[config.mk]
export PLATFORM = sky130hd
export DESIGN_NAME = ps2_mouse_packet_tracker
export DESIGN_NICKNAME = d
export VERILOG_FILES = /design/src/hw/rtl/ps2mt_pkg.sv /design/src/hw/rtl/ps2mt_clamp.sv /design/src/hw/rtl/ps2_mouse_packet_tracker.sv
export SDC_FILE = /design/constraint.sdc
export NUM_CORES = 1
export LEC_CHECK = 0
export BUFFER_PORTS_ARGS = -buffer_cell sky130_fd_sc_hd__buf_2
export CORE_MARGIN = 5
export CORE_UTILIZATION = 34
export DETAILED_ROUTE_END_ITERATION = 10
export SYNTH_ARGS = -nofsm -noshare
export SYNTH_HDL_FRONTEND = slang
export SYNTH_HIERARCHICAL = 1
export SYNTH_SLANG_ARGS = --single-unit
[constraint.sdc]
create_clock -name i_clk -period 3.9 [get_ports i_clk]
set_input_delay 0 -clock i_clk [delete_from_list [all_inputs] [get_ports i_clk]]
set_output_delay 0 -clock i_clk [all_outputs]
set_load 0.05 [all_outputs]
[src/hw/rtl/ps2mt_pkg.sv]
// Shared types and constants for the mouse packet tracker.
// Holds the beat structs, register indexes and field widths; depends on nothing.
package ps2mt_pkg;

    localparam int REG_W     = 13;
    localparam int OUT_W     = 12;
    localparam int DELTA_W   = 9;
    localparam int CFG_IDX_W = 1;

    localparam logic [CFG_IDX_W-1:0] CFG_SCREEN_WIDTH  = 1'd0;
    localparam logic [CFG_IDX_W-1:0] CFG_SCREEN_HEIGHT = 1'd1;

    localparam logic [REG_W-1:0] SCREEN_WIDTH_RST  = 13'd640;
    localparam logic [REG_W-1:0] SCREEN_HEIGHT_RST = 13'd480;

    localparam int RESET_POS  = 100;
    localparam int SYNC_BIT   = 3;
    localparam int XSIGN_BIT  = 4;
    localparam int YSIGN_BIT  = 5;
    localparam int LEFT_BIT   = 0;

    typedef struct packed {
        logic       aux_ready;
        logic [7:0] data_byte;
    } t_in_beat;

    typedef struct packed {
        logic [OUT_W-1:0] cursor_x;
        logic [OUT_W-1:0] cursor_y;
        logic             left_button;
    } t_out_beat;

endpackage

[src/hw/rtl/ps2mt_clamp.sv]
// Coordinate update for one axis: apply a 9-bit signed delta and clamp to the screen.
// Depends on ps2mt_pkg for register and delta widths.
module ps2mt_clamp #(
    parameter int COORD_BITS  = 12,
    parameter int CURSOR_SIZE = 16
) (
    input  logic [COORD_BITS-1:0]             i_pos,
    input  logic [ps2mt_pkg::DELTA_W-1:0]     i_delta,
    input  logic                              i_sub,
    input  logic [ps2mt_pkg::REG_W-1:0]       i_screen,
    output logic [COORD_BITS-1:0]             o_pos
);
    import ps2mt_pkg::*;

    localparam int SW = ((COORD_BITS > REG_W) ? COORD_BITS : REG_W) + 2;
    localparam logic signed [SW-1:0] CMAX = SW'((1 << COORD_BITS) - 1);
    localparam logic signed [SW-1:0] CSZ  = SW'(CURSOR_SIZE);

    logic signed [SW-1:0] s_pos;
    logic signed [SW-1:0] s_delta;
    logic signed [SW-1:0] s_sum;
    logic signed [SW-1:0] s_lim_raw;
    logic signed [SW-1:0] s_lim;
    logic signed [SW-1:0] s_res;

    always_comb begin
        s_pos     = $signed({{(SW-COORD_BITS){1'b0}}, i_pos});
        s_delta   = $signed({{(SW-DELTA_W){i_delta[DELTA_W-1]}}, i_delta});
        s_sum     = i_sub ? (s_pos - s_delta) : (s_pos + s_delta);
        s_lim_raw = $signed({{(SW-REG_W){1'b0}}, i_screen}) - CSZ;
        if (s_lim_raw > CMAX) begin
            s_lim = CMAX;
        end else if (s_lim_raw < 0) begin
            s_lim = '0;
        end else begin
            s_lim = s_lim_raw;
        end
        if (s_sum < 0) begin
            s_res = '0;
        end else if (s_sum > s_lim) begin
            s_res = s_lim;
        end else begin
            s_res = s_sum;
        end
        o_pos = s_res[COORD_BITS-1:0];
    end

endmodule

[src/hw/rtl/ps2_mouse_packet_tracker.sv]
// Three-byte mouse packet decoder with clamped cursor tracking.
// Throughput: one byte per cycle, except while a completed packet waits on a stalled result beat.
// Each byte is registered, then decoded against the packet state into the result register.
// Reset (synchronous, active low) returns to header search, cursor at (100,100),
// screen 640x480. Depends on ps2mt_pkg and ps2mt_clamp.
module ps2_mouse_packet_tracker #(
    parameter int COORD_BITS  = 12,
    parameter int CURSOR_SIZE = 16
) (
    input  logic                              i_clk,
    input  logic                              i_rst_n,
    input  logic                              i_cfg_we,
    input  logic [ps2mt_pkg::CFG_IDX_W-1:0]   i_cfg_addr,
    input  logic [ps2mt_pkg::REG_W-1:0]       i_cfg_data,
    input  logic                              i_in_valid,
    output logic                              o_in_stall,
    input  ps2mt_pkg::t_in_beat               i_in_data,
    output logic                              o_out_valid,
    input  logic                              i_out_stall,
    output ps2mt_pkg::t_out_beat              o_out_data
);
    import ps2mt_pkg::*;

    typedef enum logic [1:0] {
        PH_HEAD  = 2'd0,
        PH_XDATA = 2'd1,
        PH_YDATA = 2'd2
    } t_phase;

    logic [REG_W-1:0]      r_screen_w;
    logic [REG_W-1:0]      r_screen_h;
    logic                  r_in_valid;
    t_in_beat              r_in;
    t_phase                r_phase;
    t_phase                n_phase;
    logic [7:0]            r_header;
    logic [7:0]            r_xbyte;
    logic [COORD_BITS-1:0] r_pos_x;
    logic [COORD_BITS-1:0] r_pos_y;
    logic                  r_out_valid;
    t_out_beat             r_out;

    logic                  s_done;
    logic                  s_adv;
    logic                  s_take;
    logic [DELTA_W-1:0]    s_dx;
    logic [DELTA_W-1:0]    s_dy;
    logic [COORD_BITS-1:0] s_new_x;
    logic [COORD_BITS-1:0] s_new_y;

    assign s_done     = r_in_valid && r_in.aux_ready && (r_phase == PH_YDATA);
    assign s_adv      = r_in_valid && (!s_done || !r_out_valid || !i_out_stall);
    assign o_in_stall = r_in_valid && !s_adv;
    assign s_take     = i_in_valid && !o_in_stall;

    assign s_dx = {r_header[XSIGN_BIT], r_xbyte};
    assign s_dy = {r_header[YSIGN_BIT], r_in.data_byte};

    ps2mt_clamp #(.COORD_BITS(COORD_BITS), .CURSOR_SIZE(CURSOR_SIZE)) u_clamp_x (
        .i_pos    (r_pos_x),
        .i_delta  (s_dx),
        .i_sub    (1'b0),
        .i_screen (r_screen_w),
        .o_pos    (s_new_x)
    );

    ps2mt_clamp #(.COORD_BITS(COORD_BITS), .CURSOR_SIZE(CURSOR_SIZE)) u_clamp_y (
        .i_pos    (r_pos_y),
        .i_delta  (s_dy),
        .i_sub    (1'b1),
        .i_screen (r_screen_h),
        .o_pos    (s_new_y)
    );

    always_comb begin
        n_phase = r_phase;
        if (r_in.aux_ready) begin
            case (r_phase)
                PH_XDATA: n_phase = PH_YDATA;
                PH_YDATA: n_phase = PH_HEAD;
                default:  n_phase = r_in.data_byte[SYNC_BIT] ? PH_XDATA : PH_HEAD;
            endcase
        end
    end

    always_ff @(posedge i_clk) begin
        if (!i_rst_n) begin
            r_screen_w <= SCREEN_WIDTH_RST;
            r_screen_h <= SCREEN_HEIGHT_RST;
        end else if (i_cfg_we) begin
            case (i_cfg_addr)
                CFG_SCREEN_WIDTH:  r_screen_w <= i_cfg_data;
                CFG_SCREEN_HEIGHT: r_screen_h <= i_cfg_data;
                default: ;
            endcase
        end
    end

    always_ff @(posedge i_clk) begin
        if (!i_rst_n) begin
            r_in_valid <= 1'b0;
        end else if (s_take) begin
            r_in_valid <= 1'b1;
        end else if (s_adv) begin
            r_in_valid <= 1'b0;
        end
        if (s_take) begin
            r_in <= i_in_data;
        end
    end

    always_ff @(posedge i_clk) begin
        if (!i_rst_n) begin
            r_phase     <= PH_HEAD;
            r_header    <= '0;
            r_xbyte     <= '0;
            r_pos_x     <= COORD_BITS'(RESET_POS);
            r_pos_y     <= COORD_BITS'(RESET_POS);
            r_out_valid <= 1'b0;
        end else begin
            if (s_adv) begin
                r_phase <= n_phase;
                if (r_in.aux_ready && r_phase == PH_XDATA) begin
                    r_xbyte <= r_in.data_byte;
                end
                if (r_in.aux_ready && r_phase != PH_XDATA && r_phase != PH_YDATA
                        && r_in.data_byte[SYNC_BIT]) begin
                    r_header <= r_in.data_byte;
                end
            end
            if (s_adv && s_done) begin
                r_pos_x     <= s_new_x;
                r_pos_y     <= s_new_y;
                r_out_valid <= 1'b1;
            end else if (!i_out_stall) begin
                r_out_valid <= 1'b0;
            end
        end
    end

    always_ff @(posedge i_clk) begin
        if (s_adv && s_done) begin
            r_out.cursor_x    <= OUT_W'(s_new_x);
            r_out.cursor_y    <= OUT_W'(s_new_y);
            r_out.left_button <= r_header[LEFT_BIT];
        end
    end

    assign o_out_valid = r_out_valid;
    assign o_out_data  = r_out;

    a_done_to_head: assert property (@(posedge i_clk) disable iff (!i_rst_n)
        s_adv && s_done |=> r_phase == PH_HEAD)
        else $error("packet completion did not return to header search");

    a_out_from_packet: assert property (@(posedge i_clk) disable iff (!i_rst_n)
        $rose(r_out_valid) |-> $past(s_adv && s_done))
        else $error("result beat raised without a completed packet");

    a_non_aux_quiet: assert property (@(posedge i_clk) disable iff (!i_rst_n)
        s_adv && !r_in.aux_ready |=> $stable(r_phase) && $stable(r_pos_x)
            && $stable(r_pos_y))
        else $error("non-aux byte changed tracker state");

endmodule
# Yosys cells after proc, flatten, opt, wreduce, memory -nomap -nowiden
# Index checks and enable logic that the tools add are counted.
# word_totals
reg_bits,102
word_cells,69
input_bits,28
# classes
bitwise,1
addsub,4
eq_ne,5
order_cmp,8
mux,14
reduce_logical,23
# ops
operator,count
$mux W15,4
$lt A14 B1 Y1 const B,4
$mux W12,4
$gt A14 B15 Y1,2
$gt A14 B13 Y1 const B,2
$sub A13 B5 Y14 const B,2
$add A13 B9 Y14,1
$sub A13 B9 Y14,1
$logic_and A1 B1 Y1,10
$reduce_and A2 Y1,5
$logic_not A1 Y1,5
$mux W1,5
$ne A2 B1 Y1 const B,2
$pmux W2 S2,1
$eq A2 B1 Y1 const B,1
$eq A2 B2 Y1 const B,1
$logic_or A1 B1 Y1,2
$ne A2 B2 Y1 const B,1
$reduce_bool A2 Y1,1
$not A1 Y1,1

# Longest topological paths before layout
# Gate-level depths: netlist of the first run.
# logic_depth
word_depth,11
ltp_mapped,24
ltp_nobuf,23

# By module
# Netlist of the first run, hierarchy kept.
# modules_own_cells
mod,area_per_inst_um2,cells_each,seq_area_each_um2,instances
ps2_mouse_packet_tracker,3575.9,325,2322.2,1
ps2mt_clamp (u_clamp_y),1686.6,240,0.0,1
ps2mt_clamp (u_clamp_x),1542.7,227,0.0,1

# Least setup slack after synthesis of the first run
# No wires, ideal clock.
# synth_timing
kind,reg-to-reg
startpoint,register r_in[0] in the netlist's numbering
endpoint,register r_pos_y[0]
n_path_buf,0
setup_time_ns,0.072
path_stages_with_launch,20
t_arrival_ns,4.175
synth_period_minus_slack_ns,4.247
path_slack_ns,-0.347
cell_sequence,edfxtp_1 inv_1 ha_1 or4b_2 o21ai_1 ha_1 o21ai_0 nor2_1 or2_2 nor2_1 xnor2_1 ha_1 a21oi_1 nor3b_1 o21ai_0 o2bb2ai_1 nand2_2 mux2i_1 nand2_1 mux2i_1
# synth_via
elab_chain_cells,4
# synth_rtl
item,line,text
start: declaration,ps2_mouse_packet_tracker.sv:33,t_in_beat r_in;
start signal: assignment,ps2_mouse_packet_tracker.sv:108,r_in <= i_in_data;
$sub A13 B9 Y14 *,ps2mt_clamp.sv:29,s_sum = i_sub ? (s_pos - s_delta) : (s_pos + s_delta);
$gt A14 B15 Y1,ps2mt_clamp.sv:40,end else if (s_sum > s_lim) begin
$mux W12,ps2mt_clamp.sv:40,
$mux W12 *,ps2mt_clamp.sv:38,if (s_sum < 0) begin
via s_new_y[0],ps2_mouse_packet_tracker.sv:49,logic [COORD_BITS-1:0] s_new_y;
end signal: assignment,ps2_mouse_packet_tracker.sv:118,r_pos_y <= COORD_BITS'(RESET_POS);
end signal: assignment,ps2_mouse_packet_tracker.sv:133,r_pos_y <= s_new_y;
end: declaration,ps2_mouse_packet_tracker.sv:39,logic [COORD_BITS-1:0] r_pos_y;
# The timed path passes the listed nets; every way through them passes the cells marked *.
# A chain may end at the register's enable or synchronous reset.

# Worst setup path after layout of the first run
# layout_timing
startpoint,register r_xbyte[1]
endpoint,"register r_out, in the netlist o_out_data[17] (data pin)"
# layout_via
elab_chain_cells,4
# layout_rtl
item,line,text
start: declaration,ps2_mouse_packet_tracker.sv:37,logic [7:0] r_xbyte;
start signal: assignment,ps2_mouse_packet_tracker.sv:124,r_xbyte <= r_in.data_byte;
$add A13 B9 Y14 *,ps2mt_clamp.sv:29,
$gt A14 B15 Y1,ps2mt_clamp.sv:40,
$mux W12,ps2mt_clamp.sv:40,
$mux W12 *,ps2mt_clamp.sv:38,
via s_new_x[4],ps2_mouse_packet_tracker.sv:48,logic [COORD_BITS-1:0] s_new_x;
end: declaration,ps2_mouse_packet_tracker.sv:41,t_out_beat r_out;
# Marked as above.

==> results.ini, run 1 <==
[clock_network]
worstSkewPairLatency_ns=0.35
cts_tree=yes
cts-root-buf=clkbuf_16
clk_pin_slew_ns=0.08
cts_sinks=99
ctsLongestPathBuffers=2
cts_buffers=9
cts.htree.levels=3

[sta]
holdWs_ns=0.1175
rsz0062_at_grt=yes
drv_slew=0
skew_ns=0.01200
setup_violations=45
tightestPinTransition_ns=0.9530
setup_ws_ns=-0.3560
finalCritPeriodShare_pct=109.1
hold_viol_final=0
final.min_clock_period_ns=4.256
max_freq_mhz=235.0
relSlewSlack_pct=36.16

[logic_synthesis]
synth_compound_area_share_pct=17.36
synth.ff_latch_count=99
yosysWarnings=6
postSynthCellCount=792
yosys.area_share.simple_pct=21.47
yosysTopAreaCellShare_pct=19.12
synthArstFlopShare_pct=0
synthAdderAreaFrac_pct=10.52
yosysSeqAreaShare_pct=34.12
synth_xor_area_share_pct=5.405
syn_avg_cell_area_um2=8.593
synth_top_flop_cell=dfxtp_1
synth_edf_count=34
ys_top_cells_by_area=dfxtp_1 (19%), edfxtp_1 (15%), ha_1 (9.9%)
yosys.area.top_type=dfxtp_1
synthDistinctLibCells=70
yosysMostFrequentCell=nand2_1
synthesis.area_mm2=0.006805
synth_mux_area_share_pct=7.005
synth_top_family_by_area=simple AND/OR/NAND/NOR gates
yosys-top-cells-count=nand2_1 (160), dfxtp_1 (65), ha_1 (54), mux2i_1 (45), nor2_1 (44)

[run_status]
violations=setup timing
run_status=finished with violations

[worst_setup_path]
path_common_cell=buf_4
path_class=flop to flop
cp.arrival_ns=4.38
critical_path.top_delay_family=compound AO/OA/AOI/OAI gates
path_buf_inv=5
crit_chain=inv_2 -> ha_4 -> mux2i_4 -> fa_2 -> a211oi_2 -> o211ai_1 -> a31o_2 -> a21o_1 -> a21oi_2 -> o21bai_1 -> xor2_1 -> ha_1 -> buf_4 -> a21oi_4 -> and2_4 -> a31oi_4 -> buf_4 -> buf_6 -> and3_4 -> nand2b_1 -> a21oi_2 -> buf_4
cp-start-kind=flop
cpPeakStageDelay_ns=0.38
cp_data_required_time_ns=4.02
slowest_stage=dfxtp_4
endpoint_kind=flop
path_max_fanout=5

[hold_path]
min_path_type=input pin to flop

[floorplanning]
fp.dieH_um=151.5
core_mm2=0.01959
rows=51
design.die.area_mm2=0.02294
io_pins=55
dieWidth_um=151.5
initial_utilization_pct=34.74

[power]
ir_drop_v=0.0001639
p_leak_nw=3.754
power.density_mw_per_mm2=336.2

[routing]
wl_um=18570
ant_nets=0
wire_per_inst_um=14.79
dr.pass1.iters=6
vias_per_cell=5.037
drc=0
vias=6321
dr.first_iter.drc_count=297

[place]
pre_cts_ws_ns=-0.4681
dpl.hpwl_um=13530
globalplace.congestion=0.8561
port_buffers=54

[run]
cap_violations=0

[global_routing]
grt_pass1_vias=5924
grt_pass1_wl_um=29470
grt_usage_pct=16.10
grt_max_degree=50
antenna_found_initial=0
grt_overflow_total=0

[layout]
fillers=1823
area_growth_syn_to_layout_pct=38.08
layout.nets=1069
post-route-util_pct=47.97
num_antenna_cells=0
drive_gt1_share_pct=31.11

final timing paths:
| path | startpoint | to | slack, ns | cells after the start |
|---|---|---|---|---|
| setup / recovery | r_xbyte[1]$_SDFFE_PN0P_ | o_out_data[17]$_DFFE_PP_ | -0.36 | 22 |
| hold / removal | i_out_stall | r_phase[0]$_SDFFE_PN0P_ | 0.12 | 3 |
| setup reg to reg | r_xbyte[1]$_SDFFE_PN0P_ | o_out_data[17]$_DFFE_PP_ | -0.36 | 22 |
| hold reg to reg | r_header[0]$_SDFFE_PN0P_ | o_out_data[0]$_DFFE_PP_ | 0.44 | 0 |
cells in the final DEF, fill, tap and decap left out, drive strengths merged, types with 30 or more instances in the layout:
cell    count
nand2     161
buf       184
ha         54
xnor2      32
mux2i      45
nand3      30
edfxtp     34
dfxtp      65
nor2       44
a21oi      42
inv        34
worst register-to-register path, cell delays in order, from the launching register on:
cell and delay (ns):
dfxtp_4 0.38, inv_2 0.05, ha_4 0.27, mux2i_4 0.07, fa_2 0.38, a211oi_2 0.26
o211ai_1 0.17, a31o_2 0.26, a21o_1 0.18, a21oi_2 0.13, o21bai_1 0.08, xor2_1 0.14
ha_1 0.27, buf_4 0.15, a21oi_4 0.20, and2_4 0.20, a31oi_4 0.04, buf_4 0.16
buf_6 0.10, and3_4 0.20, nand2b_1 0.10, a21oi_2 0.07, buf_4 0.17
logic make-up after synthesis:
| family | count (synthesis) |
|---|---|
| simple gates | 313 |
| compound gates | 172 |
| flops | 99 |
| buf+inv | 59 |
| fa+ha+maj | 56 |
| mux | 47 |
| xor+xnor | 42 |
| other cells | 4 |
metrics by stage:
stage	cells	setup TNS [ns]	instance area, um^2	power, mW
after floorplan	794	0	6913	1.680
after global placement	1188	-7.579	8164	1.975
after detailed placement	1188	-11.92	8164	1.979
after CTS	1241	-6.836	9086	3.052
after global routing	1255	-18.84	9397	3.325
final	1255	-9.515	9397	3.159
registers in the layout (all words and copies together) (netlist names):
| signal | count |
|---|---|
| o_out_data | 25 |
| o_out_valid | 1 |
| r_header | 3 |
| r_in | 9 |
| r_in_valid | 1 |
| r_phase | 2 |
| r_pos_x | 12 |
| r_pos_y | 12 |
| r_screen_h | 13 |
| r_screen_w | 13 |
| r_xbyte | 8 |
power by group:
part / internal [mW] / total (mW) / switching, mW
combinational: 0.593 / 1.16 / 0.569
clock: 0.442 / 0.871 / 0.429
sequential: 1.10 / 1.13 / 0.0249
total: 2.14 / 3.16 / 1.02
final cells by class:
class	count	area [um^2]	area share, %
Inverter	31	121.4	1.292
Multi-Input combinational cell	637	4755	50.60
Sequential cell	99	2331	24.81
Timing Repair Buffer	207	1582	16.83
Tap cell	265	331.6	3.529
Clock inverter	6	47.55	0.5060
Clock buffer	10	229.0	2.437
routing by layer:
layer	wire length, um	up-vias	part of all wire [%]	global-route usage (%)
met4	386	0	2.1	5.394
li1	-	3204	-	-
met3	588	30	3.2	2.350
met5	0	-	0	0
met1	8046	2993	43	19.96
met2	9543	94	51	28.56
repair_timing:
action | CTS | global route
gates resized for setup | 66 | 50
gates cloned | 1 | 0
pin swaps | 20 | 32
hold buffers | 23 | 0
endpoints found under the hold margin | 36 | 0
buffers inserted | 13 | 15
endpoints found under the setup margin | 45 | 47
No activity file was read; power rests on OpenSTA's default activity.
==> run 2, diff against run 1 <==
--- a/config.mk
+++ b/config.mk
@@ -6,6 +6,7 @@
 export NUM_CORES = 1
 export LEC_CHECK = 0
 export BUFFER_PORTS_ARGS = -buffer_cell sky130_fd_sc_hd__buf_2
+export CORE_ASPECT_RATIO = 0.8
 export CORE_MARGIN = 5
 export CORE_UTILIZATION = 34
 export DETAILED_ROUTE_END_ITERATION = 10
==> run 2 against run 1 <==
Effect of this change: the flow still finishes with violations (setup timing); via count fell by 1.3%; register-to-register slack improved by 0.12 ns; clock power rose by 4.1%; largest power group is now sequential cells.
==> results.ini, run 2 (synthesized netlist as in run 1, its figures left out) <==
[worst_setup_path]
path_buf_inv=2  ; was 5
reg2reg_to=o_out_data[18]$_DFFE_PP_  ; was o_out_data[17]$_DFFE_PP_
critical_path.top_delay_family=compound AO/OA/AOI/OAI gates  ; unchanged
crit_chain=inv_2 -> ha_4 -> mux2i_4 -> fa_2 -> a211oi_2 -> o211ai_1 -> a31o_2 -> a21o_1 -> a21oi_2 -> o21bai_1 -> xor2_1 -> ha_1 -> nand2_2 -> nor4_4 -> nand2_1 -> mux2_4 -> and3_2 -> nand3_1 -> a21oi_1 -> buf_4  ; was inv_2 -> ha_4 -> mux2i_4 -> fa_2 -> a211oi_2 -> o211ai_1 -> a31o_2 -> a21o_1 -> a21oi_2 -> o21bai_1 -> xor2_1 -> ha_1 -> buf_4 -> a21oi_4 -> and2_4 -> a31oi_4 -> buf_4 -> buf_6 -> and3_4 -> nand2b_1 -> a21oi_2 -> buf_4
reg2reg_depth=20  ; was 22
crit_path_end=o_out_data[18]$_DFFE_PP_  ; was o_out_data[17]$_DFFE_PP_
endpoint_kind=flop  ; unchanged
slowest_stage=dfxtp_4  ; unchanged
cp.arrival_ns=4.25  ; was 4.38 ns
cpPeakStageDelay_ns=0.38  ; about the same
cp-start-kind=flop  ; unchanged
cp_data_required_time_ns=4.02  ; about the same
crit_start=r_xbyte[0]$_SDFFE_PN0P_  ; was r_xbyte[1]$_SDFFE_PN0P_
path_class=flop to flop  ; unchanged
cp.depth=20  ; was 22
reg2reg_from=r_xbyte[0]$_SDFFE_PN0P_  ; was r_xbyte[1]$_SDFFE_PN0P_
r2r_slack_ns=-0.23  ; was -0.36 ns
path_max_fanout=5  ; unchanged

[routing]
wire_per_inst_um=14.87  ; was 14.79 um
ant_nets=0  ; unchanged
dr.first_iter.drc_count=355  ; was 297
drc=0  ; unchanged
vias_per_cell=5.043  ; was 5.037
dr.pass1.iters=5  ; was 6
wl_um=18390  ; was 18,570 um
vias=6238  ; was 6,321

[floorplanning]
initial_utilization_pct=34.47  ; was 34.74%
dieWidth_um=168.2  ; was 151.5 um
core_mm2=0.01974  ; was 0.01959 mm^2
io_pins=55  ; unchanged
design.die.area_mm2=0.02296  ; was 0.02294 mm^2
rows=46  ; was 51
fp.dieH_um=136.5  ; was 151.5 um

[layout]
finalNonFillerCells=1237  ; was 1,255
layout.nets=1052  ; was 1,069
area_growth_syn_to_layout_pct=34.11  ; was 38.08%
layout_commonest_cell=nand2_1  ; unchanged
largest_reg_flops=25  ; unchanged
drive_gt1_share_pct=27.75  ; was 31.11%
final_cell_mix=nand2_1 (159), buf_4 (102), dfxtp_1 (63), buf_2 (54), ha_1 (49)  ; was nand2_1 (157), buf_4 (110), dfxtp_1 (62), buf_2 (54), ha_1 (48)
num_antenna_cells=0  ; unchanged
fillers=1896  ; was 1,823
post-route-util_pct=46.23  ; was 47.97%

[run_status]
violations=setup timing  ; unchanged
run_status=finished with violations  ; unchanged

[global_routing]
grt_max_degree=58  ; was 50
grt_pass1_wl_um=30220  ; was 29,470 um
grt_usage_pct=16.19  ; was 16.10%
grt_overflow_total=0  ; unchanged
grt_pass1_vias=5906  ; was 5,924
antenna_found_initial=0  ; unchanged

[sta]
hold_viol_final=0  ; unchanged
tightestPinTransition_ns=0.8177  ; was 0.9530 ns
relSlewSlack_pct=45.22  ; was 36.16%
drv_slew=0  ; unchanged
finalCritPeriodShare_pct=106.0  ; was 109.1%
max_freq_mhz=241.9  ; was 235.0 MHz
skew_ns=0.01385  ; was 0.01200 ns
rsz0062_at_grt=yes  ; unchanged
setup_ws_ns=-0.2347  ; was -0.3560 ns
setup_violations=44  ; was 45
final.min_clock_period_ns=4.135  ; was 4.256 ns

[clock_network]
ctsLongestPathBuffers=2  ; unchanged
cts_buffers=9  ; unchanged
cts.htree.levels=3  ; unchanged
cts_sinks=99  ; unchanged
clk_pin_slew_ns=0.07  ; was 0.08 ns
cts-root-buf=clkbuf_16  ; unchanged
worstSkewPairLatency_ns=0.35  ; about the same
cts_tree=yes  ; unchanged

[power]
ir_drop_v=0.0002154  ; was 0.0001639 V
power.density_mw_per_mm2=335.0  ; was 336.2 mW/mm^2
power_switching_mw=0.9504  ; was 1.022 mW
p_leak_nw=3.666  ; was 3.754 nW
seq_power_share_pct=37.0  ; was 35.7%
clkPwrFrac_pct=29.7  ; was 27.6%
sw_frac_of_total_pct=31.09  ; was 32.37%
p_comb_share_pct=33.4  ; was 36.8%
internal_power_mw=2.107  ; was 2.136 mW

[place]
port_buffers=54  ; unchanged
placedCellCount=1187  ; was 1,188
dpl.hpwl_um=13430  ; was 13,530 um
pre_cts_ws_ns=-0.3828  ; was -0.4681 ns
globalplace.congestion=0.8701  ; was 0.8561

[run]
cap_violations=0  ; unchanged

[hold_path]
min_path_type=input pin to flop  ; unchanged

-- run 2: area by class of cell --
type | count | area [um^2] | area share, %
timing repair buffer | 190 | 1399 | 15.33
tap | 264 | 330.3 | 3.619
multi-input combinational | 637 | 4652 | 50.97
sequential | 99 | 2330 | 25.53
inverter | 31 | 121.4 | 1.330
clock inverter | 5 | 61.31 | 0.6718
clock buffer | 11 | 232.7 | 2.550
-- run 2: worst min path at each step --
stage                  from                    endpoint  slack (ns)  cells after the start
5_1_grt         i_out_stall     r_phase[1]$_SDFFE_PN0P_        0.15                      3
4_1_cts          i_cfg_addr  r_screen_w[2]$_SDFFE_PN0P_        0.11                      4
2_1_floorplan  i_in_data[0]           r_in[0]$_DFFE_PP_         0.1                      0
6_report            i_rst_n  r_screen_h[7]$_SDFFE_PN1P_        0.14                      2
3_5_place_dp   i_in_data[3]           r_in[3]$_DFFE_PP_        0.18                      1
3_3_place_gp   i_in_data[6]           r_in[6]$_DFFE_PP_        0.18                      1
-- run 2: through the flow --
step / hold WS, ns / instance area [um^2] / setup TNS (ns) / power [mW]
after CTS: 0.1117 / 8895 / -6.797 / 2.996
after detailed placement: 0.1786 / 8150 / -9.091 / 1.992
after floorplan: 0.09887 / 6913 / 0 / 1.680
after global placement: 0.1797 / 8150 / -7.684 / 1.991
after global routing: 0.1515 / 9126 / -16.14 / 3.230
final: 0.1358 / 9126 / -6.009 / 3.057
-- run 2: worst reg2reg max path, cell delays in order, from the launching register on --
cell and delay [ns]:
dfxtp_4 0.38, inv_2 0.05, ha_4 0.27, mux2i_4 0.07, fa_2 0.37, a211oi_2 0.28
o211ai_1 0.16, a31o_2 0.23, a21o_1 0.16, a21oi_2 0.11, o21bai_1 0.09, xor2_1 0.15
ha_1 0.34, nand2_2 0.09, nor4_4 0.16, nand2_1 0.07, mux2_4 0.29, and3_2 0.25
nand3_1 0.10, a21oi_1 0.09, buf_4 0.18
-- run 2: routing by layer --
metal  GRT usage [%]  part of all wire (%)
met1           24.60                    53
met2           23.75                    42
met3           2.801                   4.7
met4           3.966                   1.2
met5               0                     0
-- run 2: repair_timing --
| action | in CTS | in global routing |
|---|---|---|
| hold endpoints to repair | 36 | 0 |
| pin swaps | 28 | 22 |
| gates resized for setup | 43 | 37 |
| hold buffers | 23 | 0 |
| setup buffers | 4 | 6 |
| gates cloned | 1 | 0 |
| endpoints found under the setup margin | 44 | 46 |
-- run 2: power groups by stage --
stage | combinational (mW) | clock, mW | sequential, mW
CTS | 0.929 | 0.937 | 1.13
floorplan | 0.530 | 0 | 1.15
finish | 1.02 | 0.907 | 1.13
global route | 1.12 | 0.979 | 1.13
detailed placement | 0.838 | 0 | 1.15
global placement | 0.837 | 0 | 1.15
==> run 3, diff against run 2 <==
==> constraint.sdc (replaced) <==
create_clock -name i_clk -period 3.9 [get_ports i_clk]
set_input_delay 0.78 -clock i_clk [delete_from_list [all_inputs] [get_ports i_clk]]
set_output_delay 0.78 -clock i_clk [all_outputs]
set_load 0.05 [all_outputs]
==> run 3 against run 2 <==
Effect of this change: worst setup slack got worse by 0.21 ns; count of clock-buffer cells in the layout down 1; routed wire length grew 2.9%; the flow still finishes with violations (setup timing); fmax shrank 4.8%; flip-flop and latch count unchanged.
==> results.ini, run 3 (synthesized netlist as in run 1, its figures left out) <==
[routing]
drc=0  ; unchanged
dr.pass1.iters=5  ; unchanged
ant_nets=0  ; unchanged
wire_per_inst_um=15.37  ; was 14.87 um
vias_per_cell=5.046  ; was 5.043
vias=6217  ; was 6,238
wl_um=18930  ; was 18,390 um
dr.first_iter.drc_count=343  ; was 355

[sta]
drv_slew=0  ; unchanged
hold_viol_final=0  ; unchanged
tightestPinTransition_ns=0.9396  ; was 0.8177 ns
max_freq_mhz=230.2  ; was 241.9 MHz
relSlewSlack_pct=37.23  ; was 45.22%
finalSetupTns_ns=-10.71  ; was -6.009 ns
final.min_clock_period_ns=4.344  ; was 4.135 ns
skew_ns=0.01363  ; was 0.01385 ns
finalCritPeriodShare_pct=111.4  ; was 106.0%
holdWs_ns=0.4349  ; was 0.1358 ns
setup_violations=44  ; unchanged
setup_ws_ns=-0.4442  ; was -0.2347 ns
rsz0062_at_grt=yes  ; unchanged

[layout]
final_cell_mix=nand2_1 (157), buf_4 (121), dfxtp_1 (63), buf_2 (54), ha_1 (49)  ; was nand2_1 (159), buf_4 (102), dfxtp_1 (63), buf_2 (54), ha_1 (49)
drive_gt1_share_pct=30.37  ; was 27.75%
largest_reg_flops=25  ; unchanged
post-route-util_pct=45.87  ; was 46.23%
area_growth_syn_to_layout_pct=33.06  ; was 34.11%
stdcell_area_mm2=0.009055  ; was 0.009126 mm^2
finalNonFillerCells=1232  ; was 1,237
layout.nets=1047  ; was 1,052
fillers=1926  ; was 1,896
num_antenna_cells=0  ; unchanged
layout_commonest_cell=nand2_1  ; unchanged

[clock_network]
cts_tree=yes  ; unchanged
cts_buffers=9  ; unchanged
cts-root-buf=clkbuf_16  ; unchanged
worstSkewPairLatency_ns=0.36  ; was 0.35 ns
cts.htree.levels=3  ; unchanged
cts_sinks=99  ; unchanged
clk_pin_slew_ns=0.07  ; about the same
ctsLongestPathBuffers=2  ; unchanged

[power]
sw_frac_of_total_pct=32.66  ; was 31.09%
clkPwrFrac_pct=28.7  ; was 29.7%
p_comb_share_pct=34.5  ; was 33.4%
internal_power_mw=2.065  ; was 2.107 mW
power.density_mw_per_mm2=338.7  ; was 335.0 mW/mm^2
power_switching_mw=1.002  ; was 0.9504 mW
total_power_mw=3.067  ; was 3.057 mW
p_leak_nw=3.629  ; was 3.666 nW
ir_drop_v=0.0002262  ; was 0.0002154 V
seq_power_share_pct=36.8  ; was 37.0%

[floorplanning]
core_mm2=0.01974  ; unchanged
fp.dieH_um=136.5  ; unchanged
design.die.area_mm2=0.02296  ; unchanged
rows=46  ; unchanged
io_pins=55  ; unchanged
dieWidth_um=168.2  ; unchanged
initial_utilization_pct=34.47  ; unchanged

[place]
dpl.hpwl_um=13820  ; was 13,430 um
pre_cts_ws_ns=-0.3958  ; was -0.3828 ns
port_buffers=54  ; unchanged
placed_area_mm2=0.008188  ; was 0.008150 mm^2
globalplace.congestion=0.8595  ; was 0.8701
placedCellCount=1192  ; was 1,187

[worst_setup_path]
cp_data_required_time_ns=4.19  ; was 4.02 ns
endpoint_kind=flop  ; unchanged
cp.arrival_ns=4.63  ; was 4.25 ns
path_class=flop to flop  ; unchanged
cpPeakStageDelay_ns=0.37  ; was 0.38 ns
path_common_cell=buf_4
crit_chain=inv_4 -> ha_4 -> nor3b_4 -> a21oi_2 -> xnor2_1 -> ha_1 -> buf_4 -> buf_4 -> and3_1 -> a31oi_2 -> buf_4 -> a21oi_2 -> xnor2_1 -> ha_1 -> nand2_2 -> nor4_4 -> nand2_1 -> mux2_4 -> and3_4 -> mux2_4 -> nor2_4 -> nand2_1 -> mux2i_1  ; was inv_2 -> ha_4 -> mux2i_4 -> fa_2 -> a211oi_2 -> o211ai_1 -> a31o_2 -> a21o_1 -> a21oi_2 -> o21bai_1 -> xor2_1 -> ha_1 -> nand2_2 -> nor4_4 -> nand2_1 -> mux2_4 -> and3_2 -> nand3_1 -> a21oi_1 -> buf_4
slowest_stage=dfxtp_4  ; unchanged
cp-start-kind=flop  ; unchanged
path_max_fanout=6  ; was 5

[global_routing]
grt_usage_pct=16.16  ; was 16.19%
grt_max_degree=50  ; was 58
antenna_found_initial=0  ; unchanged
grt_overflow_total=0  ; unchanged
grt_pass1_vias=5834  ; was 5,906
grt_pass1_wl_um=29930  ; was 30,220 um

[hold_path]
min_path_type=flop to flop  ; was input pin to flop

[run]
cap_violations=0  ; unchanged

[run_status]
violations=setup timing  ; unchanged
run_status=finished with violations  ; unchanged

-- run 3: final cells by class --
type	count	area (um^2)	share of cell area [%]
clock buffers	10	229.0	2.529
clock inverters	6	48.80	0.5389
inverters	31	121.4	1.340
multi-input cells	637	4696	51.86
flip-flops and latches	99	2330	25.73
well taps	264	330.3	3.648
repair buffers	185	1300	14.36
-- run 3: what timing repair did --
item / CTS / global route
hold buffers: 0 / 0
resized for setup: 48 / 44
setup endpoints to repair: 44 / 47
pin swaps: 37 / 30
cloned: 1 / 0
buffers inserted: 10 / 13
-- run 3: path summary, 6_finish.rpt --
check	cells past startpoint	end	startpoint	slack, ns
max	23	r_pos_x[1]$_SDFFE_PN0P_	r_xbyte[0]$_SDFFE_PN0P_	-0.44
min	0	o_out_data[0]$_DFFE_PP_	r_header[0]$_SDFFE_PN0P_	0.43
max reg2reg	23	r_pos_x[1]$_SDFFE_PN0P_	r_xbyte[0]$_SDFFE_PN0P_	-0.44
min reg2reg	0	o_out_data[0]$_DFFE_PP_	r_header[0]$_SDFFE_PN0P_	0.43
-- run 3: power by group through the flow --
stage / combinational, mW / sequential [mW] / clock [mW]
CTS: 0.942 / 1.13 / 0.906
detailed placement: 0.850 / 1.15 / 0
floorplan: 0.530 / 1.15 / 0
global route: 1.15 / 1.13 / 0.943
finish: 1.06 / 1.13 / 0.879
global placement: 0.843 / 1.15 / 0
-- run 3: layer usage --
| layer | GRT usage [%] | up-vias | routed length [um] |
|---|---|---|---|
| li1 | - | 3158 | - |
| met2 | 22.88 | 117 | 7716 |
| met5 | 0 | - | 0 |
| met1 | 24.74 | 2924 | 10090 |
| met4 | 4.416 | 0 | 281 |
| met3 | 3.263 | 18 | 846 |
-- run 3: worst max-delay path, delay by kind of cell (launching register included) --
kind | cells | cell delay [ns]
multiplexers | 3 | 0.76
XOR/XNOR | 2 | 0.29
AO/OA/AOI/OAI | 3 | 0.35
AND/OR/NAND/NOR | 8 | 1.24
flip-flops | 1 | 0.37
adder cells (fa/ha/maj) | 3 | 0.75
buffers and inverters | 4 | 0.49
